## config.mk

```make
export PLATFORM = sky130hd
export DESIGN_NAME = sat_ram
export DESIGN_NICKNAME = d
export VERILOG_FILES = /design/src/sv/sat_ram.sv
export SDC_FILE = /design/constraint.sdc
export NUM_CORES = 1
export LEC_CHECK = 0
export BUFFER_PORTS_ARGS = -buffer_cell sky130_fd_sc_hd__buf_2
export CORE_MARGIN = 2
export CORE_UTILIZATION = 60
export DETAILED_ROUTE_END_ITERATION = 12
export GPL_ROUTABILITY_DRIVEN = 0
export PLACE_DENSITY = 0.81
export SLEW_MARGIN = 15
export SYNTH_ARGS = -nofsm -noshare
export SYNTH_HDL_FRONTEND = slang
export SYNTH_SLANG_ARGS = --single-unit
```

## constraint.sdc

```tcl
create_clock -name clock -period 1.9 [get_ports clock]
set_input_delay 0.19 -clock clock [delete_from_list [all_inputs] [get_ports clock]]
set_output_delay 0.19 -clock clock [all_outputs]
set_load 0.05 [all_outputs]
```

## src/sv/sat_ram.sv

```systemverilog
// Generic single-port-write, single-port-read RAM with registered read data.
// No dependencies.
module sat_ram #(
   parameter int WIDTH = 8,
   parameter int DEPTH = 16
) (
   input  logic                     clock,
   input  logic                     wr_en,
   input  logic [$clog2(DEPTH)-1:0] wr_addr,
   input  logic [WIDTH-1:0]         wr_data,
   input  logic [$clog2(DEPTH)-1:0] rd_addr,
   output logic [WIDTH-1:0]         rd_data
);

   logic [WIDTH-1:0] mem [DEPTH];
   logic [WIDTH-1:0] rd_data_ff;

   always_ff @(posedge clock) begin
      if (wr_en) begin
         mem[wr_addr] <= wr_data;
      end
      rd_data_ff <= mem[rd_addr];
   end

   assign rd_data = rd_data_ff;

endmodule

```

==> flow_summary.json, run 1 <==
{
  "cts_root_buf": "sky130_fd_sc_hd__clkbuf_8",
  "grt_overflow": 0,
  "synth.distinct_cells": 19,
  "largest_driver_fanout_on_the_critical_path": 1,
  "fin_crit_sh_pct": 73.3,
  "ys_async_sr_fraction_pct": 0,
  "setup-tns-final_ns": 0,
  "synth_area_per_cell_um2": 22.5,
  "rsz_0062_raised_after_global_routing": "no",
  "peak_supply_drop_mv": 0.653,
  "power.density_mw_per_mm2": 1160,
  "grt_util_met1_pct": 32.2,
  "cp.arrival_ns": 1.78,
  "use_met3_pct": 6.65,
  "grt_antenna_before_repair": 0,
  "drcViolationCount": 0,
  "signed_area_change_from_the_synthesized_netlist_to_the_final_layout_pct": 18.2,
  "max-clock-path-buffers": 2,
  "finalMaxSlewViolations": 0,
  "dpl.hpwl_um": 6230,
  "busiest_layer": "met2",
  "drive_above_1_share_pct": 32.3,
  "ant_nets": 0,
  "timing.critical_path.required_ns": 2.29,
  "fin_crit_ns": 1.39,
  "final_setup_vio_count": 0,
  "vias": 2611,
  "fp.coreArea_mm2": 0.00826,
  "layoutNonFillerInstCount": 402,
  "post_synth_inst_count": 229,
  "io-pin-count": 26,
  "worstMarginPinSlew_ns": 0.377,
  "worst_hold_slack_ns": 0.0672,
  "via_per_instance_ratio": 6.50,
  "grt_pass1_wl_um": 16100,
  "fillCellCount": 472,
  "total_power_mw": 7.03,
  "layout.area.seq_mm2": 0.00400,
  "most_frequent_standard_cell_in_the_layout_excluding_fill_and_tap_cells": "sky130_fd_sc_hd__edfxtp_1",
  "ctsResizeCount": 0,
  "global_route.usage.met2_pct": 38.9,
  "fin_worst_skew_ns": 0.00357,
  "drt_first_iter_violations": 273,
  "cts.hold.buffers_added": 0,
  "drv_cap": 0,
  "fin_util_pct": 73.7,
  "wl_per_cell_um": 26.2,
  "max_stage_delay_ns": 0.51,
  "synthesis.area_mm2": 0.00515,
  "dr.pass1.iters": 5,
  "yosys_most_used_dff": "sky130_fd_sc_hd__edfxtp_1",
  "tritoncts.num_buffers": 17,
  "design_area_mm2": 0.00608,
  "clock_tree_from_tritoncts": "yes",
  "io_buffers": 25,
  "drt_wl_total_um": 10500,
  "numPlacedInstances": 370,
  "multi_input_area_mm2": 0.00106,
  "grt_util_all_layers_pct": 24.0,
  "worst_setup_timing_slack_at_the_placement_stage_ns": 0.232,
  "yosys_register_bits": 136,
  "synth_nets": 247,
  "vias_in_the_first_global_route": 2730,
  "floorplan.initialDensity_pct": 62.3,
  "die_height_um": 96.6,
  "worstSetupEndpointType": "register",
  "h-tree-depth": 4,
  "num-nets-final": 302,
  "clkTransAtPathRegs_ns": 0.06,
  "hold_path.class": "in2reg",
  "clkSinkCount": 136,
  "placement_rows": 33,
  "fmax_mhz": 718,
  "crit_type": "reg2reg",
  "commonest_cells_after_routing_fill_and_taps_aside": "sky130_fd_sc_hd__edfxtp_1, sky130_fd_sc_hd__buf_2, sky130_fd_sc_hd__buf_4, sky130_fd_sc_hd__mux4_2",
  "worstPathCellList": "mux4_2 > a22oi_1 > nand2_1",
  "die_area_mm2": 0.00934,
  "clk-insertion-delay-late_ns": 0.51,
  "timing_hold_violations_final": 0,
  "seq_area_frac_synth_pct": 77.8,
  "antenna_cell_count": 0,
  "placedInstanceArea_mm2": 0.00549,
  "timing.final.ws_setup_ns": 0.508,
  "maximum_number_of_pins_on_one_net_before_global_route_repair": 33,
  "yosysWarnings": 0,
  "synth-edff-count": 128,
  "die_x_um": 96.6,
  "slowest_stage": "sky130_fd_sc_hd__mux4_2",
  "status": "finished clean",
  "postCtsSetupBuffers": 0,
  "relative_max_transition_margin_pct": 74.9,
  "p_leak_nw": 2.10,
  "start_kind": "register"
}
==> path summary, 6_finish.rpt <==
kind / startpoint / end / slack, ns / cells after the start
max: mem[3][6] / rd_data[6] / 0.51 / 3
min: wr_data[0] / mem[6][0] / 0.07 / 1
max reg2reg: mem[3][6] / rd_data[6] / 0.51 / 3
min reg2reg: mem[14][2] / rd_data[2] / 0.68 / 3
==> kinds of logic after synthesis <==
logic type	share of synthesized area, %
buf+inv	1.68
flops	77.8
mux	15.0
compound gates	2.33
simple gates	3.18
==> layout make-up <==
type	count	area share [%]
repair buffers	46	4.85
well taps	105	2.16
multi-input cells	83	17.4
clock inverters	12	2.45
clock buffers	20	7.32
flip-flops and latches	136	65.8
==> layer usage <==
layer	vias to the layer above	share of wire [%]
met3	21	7.2
met1	1368	39
met2	136	52
met5	-	0
li1	1086	-
met4	0	2.0
==> cell usage after synthesis (all sizes together) (2+ instances only) <==
cell type	count	area share, %
nand3b	2	0.29
clkdlybuf4s25	3	0.58
dfxtp	8	3.1
nand2	9	0.66
nor3	4	0.39
mux4	32	15
nand2b	2	0.24
a22oi	16	2.3
edfxtp	128	75
buf	7	1.1
nor2	13	0.95
==> registers in the layout, summed over array words and instances, names as in the netlist <==
signal and cells:
mem 128, rd_data 8
==> critical path, delay by kind of cell (launching register included) <==
family / cells / cell delay (ns)
DFF: 1 / 0.41
muxes: 1 / 0.51
AOI/OAI and AO/OA: 1 / 0.26
and+or+nand+nor: 1 / 0.10
==> where the power goes <==
part	leakage (nW)	switching (mW)	internal [mW]
Sequential	1.22	0.0210	3.35
Clock	0.295	1.20	2.07
Combinational	0.586	0.249	0.135
Total	2.10	1.47	5.56
Power figures use the tool's default switching activity.
==> run 2: changes to the inputs <==
- clock period: 1.9 -> 1.4 ns (I/O delays scaled with it)
==> flow_summary.json, run 2 (synthesis results as in run 1) <==
{
  "status": "finished clean",
  "layoutNonFillerInstCount": 410,
  "clkSinkCount": 136,
  "die_area_mm2": 0.00934,
  "comb_power_share_pct": 5.8,
  "largest_register_ffs": 128,
  "slowest_stage": "sky130_fd_sc_hd__mux4_1",
  "placement_rows": 33,
  "cts_root_buf": "sky130_fd_sc_hd__clkbuf_8",
  "worst-r2r-cell-count": 3,
  "numPlacedInstances": 375,
  "drive_above_1_share_pct": 34.1,
  "rsz_0062_raised_after_global_routing": "no",
  "fin_crit_sh_pct": 95.9,
  "fin_worst_skew_ns": 0.00610,
  "switching_power_mw": 1.98,
  "finalMaxSlewViolations": 0,
  "floorplan.initialDensity_pct": 62.3,
  "peak_supply_drop_mv": 1.31,
  "power.density_mw_per_mm2": 1530,
  "die_height_um": 96.6,
  "wl_per_cell_um": 26.5,
  "maximum_number_of_pins_on_one_net_before_global_route_repair": 21,
  "top_register": "mem",
  "netSwitchingFraction_pct": 21.0,
  "instance_count_along_the_most_critical_hold_path": 1,
  "multi_input_area_mm2": 0.00107,
  "timing.critical_path.depth": 3,
  "grt_overflow": 0,
  "worstMarginPinSlew_ns": 0.866,
  "worst_setup_timing_slack_at_the_placement_stage_ns": -0.156,
  "start_kind": "register",
  "power.internal_mw": 7.46,
  "die_x_um": 96.6,
  "worstPathCellList": "mux4_1 > a22oi_2 > nand2_1",
  "ant_nets": 0,
  "most_frequent_standard_cell_in_the_layout_excluding_fill_and_tap_cells": "sky130_fd_sc_hd__edfxtp_1",
  "grt_pass1_wl_um": 16500,
  "fillCellCount": 427,
  "cp_delay_by_family_top": "multiplexers",
  "drv_cap": 0,
  "hold_path.class": "in2reg",
  "io-pin-count": 26,
  "dr.pass1.iters": 5,
  "max_stage_delay_ns": 0.52,
  "grt_util_all_layers_pct": 25.3,
  "vias": 2621,
  "dpl.hpwl_um": 6120,
  "fmax_mhz": 745,
  "clock_tree_from_tritoncts": "yes",
  "tritoncts.num_buffers": 17,
  "h-tree-depth": 4,
  "sequentialPowerShare_pct": 48.6,
  "timing_hold_violations_final": 0,
  "drt_first_iter_violations": 270,
  "drt_wl_total_um": 10900,
  "signed_area_change_from_the_synthesized_netlist_to_the_final_layout_pct": 20.1,
  "io_buffers": 25,
  "fin_crit_ns": 1.34,
  "clk-insertion-delay-late_ns": 0.51,
  "num-nets-final": 310,
  "worst_hold_slack_ns": 0.0264,
  "largest_driver_fanout_on_the_critical_path": 1,
  "r2r_setup_slack_ns": 0.06,
  "p_leak_nw": 2.12,
  "clkTransAtPathRegs_ns": 0.06,
  "timing.final.ws_setup_ns": 0.0576,
  "commonest_cells_after_routing_fill_and_taps_aside": "sky130_fd_sc_hd__edfxtp_1, sky130_fd_sc_hd__buf_2, sky130_fd_sc_hd__buf_4, sky130_fd_sc_hd__mux4_2, sky130_fd_sc_hd__clkbuf_16",
  "crit_type": "reg2reg",
  "max-clock-path-buffers": 2,
  "cp.arrival_ns": 1.74,
  "relative_max_transition_margin_pct": 42.1,
  "cp_num_buf_inv": 0,
  "grt_antenna_before_repair": 1,
  "layout.area.seq_mm2": 0.00400,
  "final_setup_vio_count": 0,
  "antenna_cell_count": 0,
  "timing.critical_path.required_ns": 1.80,
  "worstSetupEndpointType": "register",
  "drcViolationCount": 0,
  "power.share.clock_pct": 45.6,
  "fp.coreArea_mm2": 0.00826,
  "via_per_instance_ratio": 6.39,
  "vias_in_the_first_global_route": 2627
}
run 2: power groups by stage:
stage               Combinational (mW)  Clock [mW]  Sequential [mW]
floorplan                        0.231           0             4.75
global placement                 0.518           0             4.66
detailed placement               0.532           0             4.67
CTS                              0.549        4.35             4.59
global route                     0.588        4.53             4.59
finish                           0.551        4.31             4.58
run 2: worst register-to-register path, cell delays in order, from the launching register on:
cell	delay, ns
sky130_fd_sc_hd__edfxtp_1	0.41
sky130_fd_sc_hd__mux4_1	0.52
sky130_fd_sc_hd__a22oi_2	0.23
sky130_fd_sc_hd__nand2_1	0.07
run 2: final cells by class:
| type | instances | area share (%) |
|---|---|---|
| flip-flops and latches | 136 | 64.8 |
| multi-input cells | 83 | 17.3 |
| clock buffers | 19 | 6.82 |
| repair buffers | 54 | 6.48 |
| clock inverters | 13 | 2.51 |
| well taps | 105 | 2.13 |
run 2: worst paths after layout:
kind | start | to
setup reg to reg | mem[0][5] | rd_data[5]
hold reg to reg | mem[15][7] | rd_data[7]
setup / recovery | mem[0][5] | rd_data[5]
hold / removal | wr_data[7] | mem[0][7]
run 2: repair_timing:
item | in CTS | in global routing
resized for setup | 0 | 5
endpoints found under the setup margin | 0 | 4
endpoints found under the hold margin | 40 | 0
buffers inserted | 0 | 0
hold buffers | 3 | 0
run 2: routing by layer:
layer	routed length, um	up-vias	track usage (%)
li1	-	1103	-
met1	4150	1296	34.3
met2	5250	189	38.2
met3	1140	31	8.45
met4	325	2	10.6
met5	10	-	0
run 2: metrics by stage:
| step | instance area [um^2] | TNS [ns] | power (mW) | util (%) |
|---|---|---|---|---|
| 2_1_floorplan | 5150 | -0.147 | 4.98 | - |
| 3_3_place_gp | 5570 | -0.598 | 5.18 | 67.4 |
| 3_5_place_dp | 5570 | -0.964 | 5.20 | 67.4 |
| 4_1_cts | 6170 | 0 | 9.48 | 74.8 |
| 5_1_grt | 6180 | 0 | 9.71 | 74.9 |
| 6_report | 6180 | 0 | 9.44 | 74.9 |
